## config.mk

```make
export PLATFORM = sky130hd
export DESIGN_NAME = command_keyword_lexer_core
export DESIGN_NICKNAME = d
export VERILOG_FILES = /design/src/hdl/cklex_pkg.sv /design/src/hdl/command_keyword_lexer_core.sv
export SDC_FILE = /design/constraint.sdc
export NUM_CORES = 1
export LEC_CHECK = 0
export ABC_AREA = 1
export BUFFER_PORTS_ARGS = -buffer_cell sky130_fd_sc_hd__buf_4
export CAP_MARGIN = 15
export CELL_PAD_IN_SITES_DETAIL_PLACEMENT = 1
export CELL_PAD_IN_SITES_GLOBAL_PLACEMENT = 1
export CORE_MARGIN = 2
export CORE_UTILIZATION = 35
export DETAILED_ROUTE_END_ITERATION = 10
export GPL_ROUTABILITY_DRIVEN = 1
export GPL_TIMING_DRIVEN = 0
export PLACE_DENSITY_LB_ADDON = 0.1
export SETUP_SLACK_MARGIN = 0.15
export SYNTH_ARGS = -nofsm -noshare
export SYNTH_HDL_FRONTEND = slang
export SYNTH_SLANG_ARGS = --single-unit
```

## constraint.sdc

```tcl
create_clock -name clk -period 6.8 [get_ports clk]
set_input_delay 0 -clock clk [delete_from_list [all_inputs] [get_ports clk]]
set_output_delay 0 -clock clk [all_outputs]
set_load 0.01 [all_outputs]
```

## src/hdl/cklex_pkg.sv

```systemverilog
// Package for the command keyword lexer: token kinds, separator codes,
// counter limits, the keyword table and the keyword match function.
// No dependencies.
`default_nettype none

package cklex_pkg;

    localparam int MAX_KEYWORD_CHARS = 10;
    localparam int MAX_LINE_CHARS    = 4096;

    localparam int CNT_W    = 12;
    localparam int KIND_W   = 5;
    localparam int WC_IDX_W = $clog2(MAX_KEYWORD_CHARS);

    // Position and length counters stop here.
    localparam logic [CNT_W-1:0] COUNT_CAP =
        CNT_W'((MAX_LINE_CHARS - 1 < 4095) ? (MAX_LINE_CHARS - 1) : 4095);

    localparam logic [KIND_W-1:0] KIND_LITERAL = 5'd0;
    localparam logic [KIND_W-1:0] KIND_LPAREN  = 5'd21;
    localparam logic [KIND_W-1:0] KIND_RPAREN  = 5'd22;
    localparam logic [KIND_W-1:0] KIND_QUOTE   = 5'd23;
    localparam logic [KIND_W-1:0] KIND_END     = 5'd24;

    localparam logic [7:0] CH_SPACE  = 8'h20;
    localparam logic [7:0] CH_LPAREN = 8'h28;
    localparam logic [7:0] CH_RPAREN = 8'h29;
    localparam logic [7:0] CH_QUOTE  = 8'h22;

    // Keywords are held as ten-character strings padded with spaces, so
    // character i of every entry sits in byte (KW_TEXT_CHARS-1-i).
    localparam int NUM_KEYWORDS  = 20;
    localparam int KW_TEXT_CHARS = 10;

    localparam logic [8*KW_TEXT_CHARS-1:0] KW_TEXT [NUM_KEYWORDS] = '{
        "INSERT    ", "DELETE    ", "CREATE    ", "INTO      ",
        "FROM      ", "TABLE     ", "UPDATE    ", "SHOW      ",
        "OPEN      ", "CLOSE     ", "WRITE     ", "EXIT      ",
        "SELECT    ", "PROJECT   ", "RENAME    ", "SET       ",
        "CROSS     ", "UNION     ", "DIFFERENCE", "PRODUCT   "
    };

    localparam int KW_LEN [NUM_KEYWORDS] = '{
        6, 6, 6, 4, 4, 5, 6, 4, 4, 5, 5, 4, 6, 7, 6, 3, 5, 5, 10, 7
    };

    typedef struct packed {
        logic [KIND_W-1:0] kind;
        logic [CNT_W-1:0]  start;
        logic [CNT_W-1:0]  length;
        logic              eoc;
    } token_t;

    // Exact, case-sensitive match of a finished word against the table.
    // Only the first len characters are compared, so unwritten bytes
    // never matter.
    function automatic logic [KIND_W-1:0] kw_classify(
        input logic [7:0]       chars [MAX_KEYWORD_CHARS],
        input logic [CNT_W-1:0] len
    );
        logic [KIND_W-1:0] kind;
        logic              same;
        kind = KIND_LITERAL;
        if (len <= CNT_W'(MAX_KEYWORD_CHARS))
        begin
            for (int k = 0; k < NUM_KEYWORDS; k++)
            begin
                same = (len == CNT_W'(KW_LEN[k]));
                for (int i = 0; i < KW_TEXT_CHARS; i++)
                begin
                    if ((CNT_W'(i) < len) &&
                        (chars[i] != KW_TEXT[k][8*(KW_TEXT_CHARS-1-i) +: 8]))
                    begin
                        same = 1'b0;
                    end
                end
                if (same && (kind == KIND_LITERAL))
                begin
                    kind = KIND_W'(k + 1);
                end
            end
        end
        return kind;
    endfunction

endpackage

`default_nettype wire

```

## src/hdl/command_keyword_lexer_core.sv

```systemverilog
// Top level of the command keyword lexer: word collection, keyword match
// and a four-entry token queue. Depends on cklex_pkg.
`default_nettype none

// Usage
// The input stream carries one character byte per request on s_axis_tdata.
// A request with s_axis_tlast high marks the end of the command line; its
// byte is ignored. Spaces end the current word; '(' , ')' and '"' end it and
// give a one-character token of their own. A finished word is matched
// against twenty keywords or reported as a literal.
// The output stream carries one token per request: m_axis_tuser is its
// kind, m_axis_tdata its start position and length, and m_axis_tlast marks
// the end-of-command token that closes each line.
// A token enters the queue when the character finishing it is taken.
// Throughput: one character per cycle while the queue has room. A character
// may give two tokens (a pending word and a separator token); both are
// written into the queue in the same cycle, and the queue drains one per
// cycle while m_axis_tready is high. s_axis_tready is high while the queue
// has room for two tokens, so a stalled receiver holds the input back once
// three or more tokens wait. Reset empties the queue and clears the word
// length, word start and line position; the stored word bytes need no reset.
module command_keyword_lexer_core
    import cklex_pkg::*;
(
    input  wire logic        clk,
    input  wire logic        rst_n,
    // s_axis_tdata: [7:0] char_code
    input  wire logic [7:0]  s_axis_tdata,
    input  wire logic        s_axis_tlast,   // line_end
    input  wire logic        s_axis_tvalid,
    output logic             s_axis_tready,
    // m_axis_tdata: [11:0] token_start, [23:12] token_length
    output logic [23:0]      m_axis_tdata,
    // m_axis_tuser: [4:0] token_kind
    output logic [4:0]       m_axis_tuser,
    output logic             m_axis_tlast,   // end_of_command
    output logic             m_axis_tvalid,
    input  wire logic        m_axis_tready
);

    localparam int Q_DEPTH = 4;
    localparam int Q_PTR_W = 2;
    localparam int Q_CNT_W = 3;

    // Word and line state.
    logic [7:0]       word_chars_reg [MAX_KEYWORD_CHARS];
    logic [CNT_W-1:0] word_length_reg, word_length_next;
    logic [CNT_W-1:0] word_start_reg, word_start_next;
    logic [CNT_W-1:0] line_pos_reg, line_pos_next;

    // Token queue.
    token_t              queue_reg [Q_DEPTH];
    logic [Q_PTR_W-1:0]  wr_ptr_reg, rd_ptr_reg;
    logic [Q_CNT_W-1:0]  count_reg, count_next;

    logic       in_fire;
    logic       out_fire;
    logic       is_space;
    logic       is_symbol;
    logic       flush;
    logic       has_word;
    logic [1:0] push_cnt;
    token_t     word_tok;
    token_t     second_tok;
    token_t     push0;
    token_t     push1;
    logic       second_valid;
    logic [KIND_W-1:0] sym_kind;
    logic [CNT_W-1:0]  pos_adv;

    assign in_fire  = s_axis_tvalid && s_axis_tready;
    assign out_fire = m_axis_tvalid && m_axis_tready;

    // Room for two tokens is needed before a character is taken.
    assign s_axis_tready = (count_reg <= Q_CNT_W'(Q_DEPTH - 2));

    always_comb
    begin
        is_space  = !s_axis_tlast && (s_axis_tdata == CH_SPACE);
        is_symbol = !s_axis_tlast &&
                    ((s_axis_tdata == CH_LPAREN) || (s_axis_tdata == CH_RPAREN) ||
                     (s_axis_tdata == CH_QUOTE));
        flush     = s_axis_tlast || is_space || is_symbol;
        has_word  = (word_length_reg != '0);

        case (s_axis_tdata)
            CH_LPAREN: sym_kind = KIND_LPAREN;
            CH_RPAREN: sym_kind = KIND_RPAREN;
            default:   sym_kind = KIND_QUOTE;
        endcase

        pos_adv = (line_pos_reg < COUNT_CAP) ? (line_pos_reg + CNT_W'(1)) : line_pos_reg;

        word_tok.kind   = kw_classify(word_chars_reg, word_length_reg);
        word_tok.start  = word_start_reg;
        word_tok.length = word_length_reg;
        word_tok.eoc    = 1'b0;

        // The separator or end-of-command token that may follow the word.
        second_valid = s_axis_tlast || is_symbol;
        if (s_axis_tlast)
        begin
            second_tok.kind   = KIND_END;
            second_tok.start  = line_pos_reg;
            second_tok.length = '0;
            second_tok.eoc    = 1'b1;
        end
        else
        begin
            second_tok.kind   = sym_kind;
            second_tok.start  = line_pos_reg;
            second_tok.length = CNT_W'(1);
            second_tok.eoc    = 1'b0;
        end

        // Pack the tokens of this character so that the queue sees no gap.
        push_cnt = 2'd0;
        push0    = second_tok;
        push1    = second_tok;
        if (in_fire && flush)
        begin
            if (has_word)
            begin
                push0    = word_tok;
                push_cnt = second_valid ? 2'd2 : 2'd1;
            end
            else
            begin
                push_cnt = second_valid ? 2'd1 : 2'd0;
            end
        end

        word_length_next = word_length_reg;
        word_start_next  = word_start_reg;
        line_pos_next    = line_pos_reg;
        if (in_fire)
        begin
            if (s_axis_tlast)
            begin
                word_length_next = '0;
                word_start_next  = '0;
                line_pos_next    = '0;
            end
            else if (flush)
            begin
                word_length_next = '0;
                line_pos_next    = pos_adv;
            end
            else
            begin
                if (!has_word)
                begin
                    word_start_next = line_pos_reg;
                end
                if (word_length_reg < COUNT_CAP)
                begin
                    word_length_next = word_length_reg + CNT_W'(1);
                end
                line_pos_next = pos_adv;
            end
        end

        count_next = count_reg + Q_CNT_W'(push_cnt) - Q_CNT_W'(out_fire);
    end

    always_ff @(posedge clk or negedge rst_n)
    begin
        if (!rst_n)
        begin
            word_length_reg <= '0;
            word_start_reg  <= '0;
            line_pos_reg    <= '0;
            wr_ptr_reg      <= '0;
            rd_ptr_reg      <= '0;
            count_reg       <= '0;
        end
        else
        begin
            word_length_reg <= word_length_next;
            word_start_reg  <= word_start_next;
            line_pos_reg    <= line_pos_next;
            wr_ptr_reg      <= wr_ptr_reg + Q_PTR_W'(push_cnt);
            rd_ptr_reg      <= rd_ptr_reg + Q_PTR_W'(out_fire);
            count_reg       <= count_next;
        end
    end

    // Word bytes: only the first MAX_KEYWORD_CHARS of a word are kept.
    always_ff @(posedge clk)
    begin
        if (in_fire && !flush && (word_length_reg < CNT_W'(MAX_KEYWORD_CHARS)))
        begin
            word_chars_reg[word_length_reg[WC_IDX_W-1:0]] <= s_axis_tdata;
        end
    end

    // Queue payload.
    always_ff @(posedge clk)
    begin
        if (push_cnt != 2'd0)
        begin
            queue_reg[wr_ptr_reg] <= push0;
        end
        if (push_cnt == 2'd2)
        begin
            queue_reg[wr_ptr_reg + Q_PTR_W'(1)] <= push1;
        end
    end

    always_comb
    begin
        m_axis_tvalid = (count_reg != '0);
        m_axis_tuser  = queue_reg[rd_ptr_reg].kind;
        m_axis_tdata  = {queue_reg[rd_ptr_reg].length, queue_reg[rd_ptr_reg].start};
        m_axis_tlast  = queue_reg[rd_ptr_reg].eoc;
    end

endmodule

`default_nettype wire
```

==> impl_metrics.toml, run 1 <==
[detailed_routing]
vias_per_cell = 5.32
drc = 0
drtIter0Drc = 554
drtAntennaViolNets = 0
drt_wl_total_um = 42100
firstDrtPassIters = 4
dr_total_vias = 10800
wl_per_cell_um = 20.7

[placement]
port_buffers = 43
dp_hpwl_um = 30700
pre_cts_ws_ns = 2.69
globalplace.congestion = 0.887

[clock_network]
path_clk_slew_ns = 0.06
h-tree-depth = 1
clk_path_buf_depth = 3
numCtsBuffers = 29
postCtsResizedCells = 0
clock-root-buffer = "clkbuf_16"
cts_sinks = 243
tritoncts = "done"
clkLatencyLatePin_ns = 0.58

[timing]
setup_viol = 0
period_minus_slack_ns = 3.65
rsz0062_at_grt = "no"
clock_skew_ns = 0.0150
maxSlewHeadroom_pct = 29.3
fmax_mhz = 274
setup_tns_ns = 0
timing.final.crit_share_pct = 53.7
worst_slew_pin_slew_ns = 1.05
slew_viol_final = 0
fin_ws_ns = 3.15
hold_violations = 0

[synthesis]
synthTopCellsByCount = "nand2_1 (246), nor2_1 (184), inv_1 (160), edfxtp_1 (152), o21ai_0 (140)"
yosysTopAreaCell = "edfxtp_1"
synth_cell_types = 52
synth-seq-area-share_pct = 52.5
ys_warn_count = 0
syn_inst = 1468
yosysMostFrequentCell = "nand2_1"
ys.flop_type = "edfxtp_1"
synth_nets = 1493
synth_edf_count = 152
async_flop_share_pct = 17.7
ys_seq_elements = 243
synthTopCellsByArea = "edfxtp_1 (36%), dfrtp_1 (8.6%), dfxtp_1 (7.6%)"
synth_top_area_share_pct = 36.3
netlist_area_um2 = 12600
syn_avg_cell_area_um2 = 8.57

[floorplan]
core_area_um2 = 35500
num_rows = 69
dieWidth_um = 194
start_util_pct = 35.4
dieArea_um2 = 37500
dieHeight_um = 194
io_pins = 45

[global_route]
grt_use_met2_pct = 38.9
grt_max_degree = 28
grt_pass1_vias = 11100
overflow = 0
grt_use_met1_pct = 29.6
grt_first_pass_wirelength_um = 65400
met3_usage_pct = 2.79
grt_use_total_pct = 22.3
antenna_found_initial = 0
busiest_layer = "met2"

[setup_path]
worst_path_max_delay_cell = "nand2_1"
r2r_end = "queue_reg[0][20]"
r2r_start = "word_length_reg[1]"
crit_path_start_kind = "flip-flop"
r2r_cells = 14
critPathTopFamily = "simple AND/OR/NAND/NOR gates"
crit_path_max_incr_delay_ns = 0.72
crit_top_cell = "inv_1"
cp_max_fo = 19
required_ns = 6.99
endpoint_kind = "flip-flop"
critPathBufInv = 6
critPathKind = "reg -> reg"
crit_chain = "inv_1, ha_1, inv_1, nor2_1, nand2_2, buf_6, ha_1, inv_1, nor2_2, inv_2, nand2_4, nand2_2, buf_6, nand2_1"
r2r_slack_ns = 3.15
cp.arrival_ns = 3.84

[final_layout]
syn_to_final_growth_pct = 15.3
largest_reg_flops = 120
finalNetCount = 1579
diodes = 0
drive_gt1_share_pct = 10.9

[run_status]
status = "finished clean"

[hold_path]
hold_end = "rd_ptr_reg[0]"
hp-start = "m_axis_tready"
hold_depth = 3
worstHoldPathType = "in -> reg"

[pwr]
p_leak_uw = 0.00575
p_per_area_nw_per_um2 = 398
peakVddDrop_mv = 0.208

[flow_run]
maxCapViolations = 0
## worst reg2reg max path, cell delays in order, from the launching register on
cell and delay (ns):
dfrtp_1 0.50, inv_1 0.22, ha_1 0.22, inv_1 0.08
nor2_1 0.17, nand2_2 0.09, buf_6 0.15, ha_1 0.42
inv_1 0.08, nor2_2 0.15, inv_2 0.07, nand2_4 0.09
nand2_2 0.08, buf_6 0.17, nand2_1 0.73
## how the worst max path moves through the flow
stage / cells past startpoint / slack, ns / start / end
2_1_floorplan: 17 / 3.75 / word_length_reg[1] / count_reg[2]
3_3_place_gp: 13 / 2.75 / s_axis_tlast / queue_reg[0][22]
3_5_place_dp: 13 / 2.69 / s_axis_tlast / queue_reg[0][20]
4_1_cts: 14 / 3.10 / word_length_reg[7] / queue_reg[0][17]
5_1_grt: 14 / 2.90 / word_length_reg[1] / queue_reg[3][27]
6_report: 14 / 3.15 / word_length_reg[1] / queue_reg[0][20]
## cells by family (layout without fill, tap and decap cells)
logic type / after synthesis / after routing / synth area share, %
adders and majority gates: 12 / 12 / 1.25
DFF: 243 / 243 / 52.5
and+or+nand+nor: 675 / 675 / 24.2
AOI/OAI and AO/OA: 305 / 305 / 13.9
buffers and inverters: 226 / 335 / 7.72
xor gates and xnor gates: 7 / 7 / 0.488
## placed cells by master (no fill, tap or decap), drive strengths merged, types with 26 or more instances in the layout
cell    instances
a21oi          26
inv           165
nor3           41
nor2          195
o21ai         174
clkbuf         62
o22ai          82
nand4          31
buf            83
edfxtp        152
dfxtp          48
dfrtp          43
nand3         116
nand2         267
## layer usage
| layer | vias to the layer above | wire length, um |
|---|---|---|
| met4 | 0 | 875 |
| met2 | 190 | 20500 |
| li1 | 5235 | - |
| met3 | 61 | 1530 |
| met1 | 5350 | 19200 |
| met5 | - | 0 |
## cell type report
type                            count  area, um^2
Sequential cell                   243        6600
Buffer                             61         350
Clock buffer                       39         785
Clock inverter                     15         113
Inverter                          165         621
Timing Repair Buffer               55         448
Multi-Input combinational cell    999        5000
Fill cell                        4207       21000
Tap cell                          461         577
## through the flow
stage | std cells | instance area [um^2] | total power [uW] | hold WS (ns) | util [%]
final | 2038 | 14500 | 5780 | 0.0625 | 40.9
after floorplan | 1468 | 12600 | 3350 | -0.296 | -
after global placement | 1972 | 13500 | 4280 | 0.0638 | 38.0
after detailed placement | 1972 | 13500 | 4310 | 0.0723 | 38.0
after CTS | 2037 | 14500 | 5820 | 0.0493 | 40.8
after global routing | 2038 | 14500 | 6150 | 0.0704 | 40.9
## timing repair
action / CTS / global route
hold endpoints to repair: 123 / 0
buffers inserted: 0 / 0
setup endpoints to repair: 0 / 0
hold buffers: 11 / 0
## report_power, final
part / leakage, uW / internal, uW / switching, uW / total (uW)
clock network: 0.000444 / 849 / 638 / 1490
logic: 0.00296 / 783 / 1700 / 2480
registers: 0.00234 / 1720 / 90.2 / 1810
total: 0.00575 / 3350 / 2430 / 5780
Power figures use the tool's default switching activity.
==> run 2: changes to the inputs <==
- clock period: 6.8 -> 3 ns (I/O delays scaled with it)
==> impl_metrics.toml, run 2 (synthesis results as in run 1) <==
[clock_network]
cts_sinks = 243
clkLatencyLatePin_ns = 0.59
h-tree-depth = 1
clk_path_buf_depth = 3
numCtsBuffers = 28
path_clk_slew_ns = 0.06
tritoncts = "done"
clock-root-buffer = "clkbuf_16"

[setup_path]
worst_path_max_delay_cell = "dfrtp_2"
endpoint_kind = "flip-flop"
required_ns = 3.50
critPathTopFamily = "adder cells"
crit_path_start_kind = "flip-flop"
crit_path_max_incr_delay_ns = 0.45
cp.arrival_ns = 3.38
critPathBufInv = 6
critPathKind = "reg -> reg"
crit_chain = "nor2_4, nand2_2, nor2_4, buf_8, nand2_4, buf_8, ha_4, inv_4, nor2_4, inv_2, ha_4, inv_2, ha_4, inv_2, fa_2, xnor2_2, xor2_1"
cp_max_fo = 5

[final_layout]
fillers = 4179
diodes = 0
drive_gt1_share_pct = 14.9
finalNetCount = 1604
fin_cells = 2061
mostFrequentLayoutCells = "nand2_1 (237), nor2_1 (183), inv_1 (153), edfxtp_1 (152), o21ai_0 (138)"
final_common_cell = "nand2_1"
syn_to_final_growth_pct = 18.6
post-route-util_pct = 42.0
largest_reg_flops = 120

[hold_path]
worstHoldPathType = "in -> reg"

[placement]
place_inst = 1972
globalplace.congestion = 0.880
dp_hpwl_um = 30300
port_buffers = 43

[pwr]
power.switching_uw = 5660
p_leak_uw = 0.00591
seq_power_share_pct = 30.1
peakVddDrop_mv = 0.578
p_sw_share_pct = 41.7
pwr-share-comb_pct = 44.2
p_per_area_nw_per_um2 = 910
p_int_uw = 7900
power.share.clock_pct = 25.7
total_power_uw = 13600

[timing]
rsz0062_at_grt = "yes"
setup_viol = 0
timing.final.crit_share_pct = 96.0
clock_skew_ns = 0.0146
setup_tns_ns = 0
maxSlewHeadroom_pct = 37.3
slew_viol_final = 0
worst_slew_pin_slew_ns = 0.932
fmax_mhz = 347
hold_violations = 0
period_minus_slack_ns = 2.88

[floorplan]
io_pins = 45
core_area_um2 = 35500
dieHeight_um = 194
dieArea_um2 = 37500
start_util_pct = 35.4
dieWidth_um = 194
num_rows = 69

[detailed_routing]
drtIter0Drc = 548
wl_per_cell_um = 20.7
drc = 0
drt_wl_total_um = 42700
vias_per_cell = 5.26
firstDrtPassIters = 5
dr_total_vias = 10800
drtAntennaViolNets = 0

[global_route]
grt_use_total_pct = 22.4
antenna_found_initial = 1
grt_pass1_vias = 11200
grt_first_pass_wirelength_um = 65500
overflow = 0
grt_max_degree = 25

[run_status]
status = "finished clean"

[flow_run]
maxCapViolations = 0
-- run 2: power by group through the flow --
stage	combinational (uW)	clock (uW)	sequential [uW]
6_report	5990	3480	4090
2_1_floorplan	3570	0	4100
3_5_place_dp	5690	0	4170
4_1_cts	5870	3530	4080
3_3_place_gp	5600	0	4160
5_1_grt	6600	3650	4120
-- run 2: layout make-up --
type | instances | area [um^2] | area share [%]
buffer | 61 | 360 | 2.42
tap | 461 | 577 | 3.87
clock buffer | 38 | 816 | 5.47
multi-input combinational | 999 | 5160 | 34.6
timing repair buffer | 81 | 647 | 4.34
clock inverter | 13 | 115 | 0.772
sequential | 243 | 6610 | 44.3
inverter | 165 | 628 | 4.21
-- run 2: per-layer routing --
layer | share of wire, % | track usage (%) | wire length (um)
met2 | 48 | 39.1 | 20600
met4 | 2.6 | 5.82 | 1120
met3 | 3.0 | 2.77 | 1290
met1 | 46 | 29.4 | 19700
met5 | 0 | 0 | 0
-- run 2: path summary, 6_finish.rpt --
path	from	slack, ns	cells past startpoint	end
max in group asynchronous	rst_n	2.14	4	word_start_reg[4]
min in group asynchronous	rst_n	0.40	3	word_length_reg[3]
max reg2reg	word_length_reg[6]	0.12	17	count_reg[2]
min reg2reg	queue_reg[2][11]	0.47	2	queue_reg[2][11]
max	word_length_reg[6]	0.12	17	count_reg[2]
min	s_axis_tlast	0.07	3	queue_reg[0][28]
-- run 2: repair_timing --
item / 4_1_cts / 5_1_grt
hold buffers: 11 / 0
pin swaps: 7 / 13
gates resized for setup: 22 / 23
setup buffers: 10 / 15
endpoints found under the setup margin: 100 / 82
hold endpoints to repair: 123 / 0
-- run 2: tightest hold or removal path: stages --
cell	delay, ns
clkbuf_1	0.24
nand2_1	0.17
nand2_1	0.07
-- run 2: metrics by stage --
stage                     setup WS (ns)  cell area [um^2]  hold WS (ns)
after floorplan                   0.163             12600        -0.296
after global placement           -0.647             13500        0.0579
after detailed placement         -0.701             13500        0.0686
after CTS                         0.150             14700        0.0670
after global routing             0.0244             14900        0.0782
final                             0.120             14900        0.0698
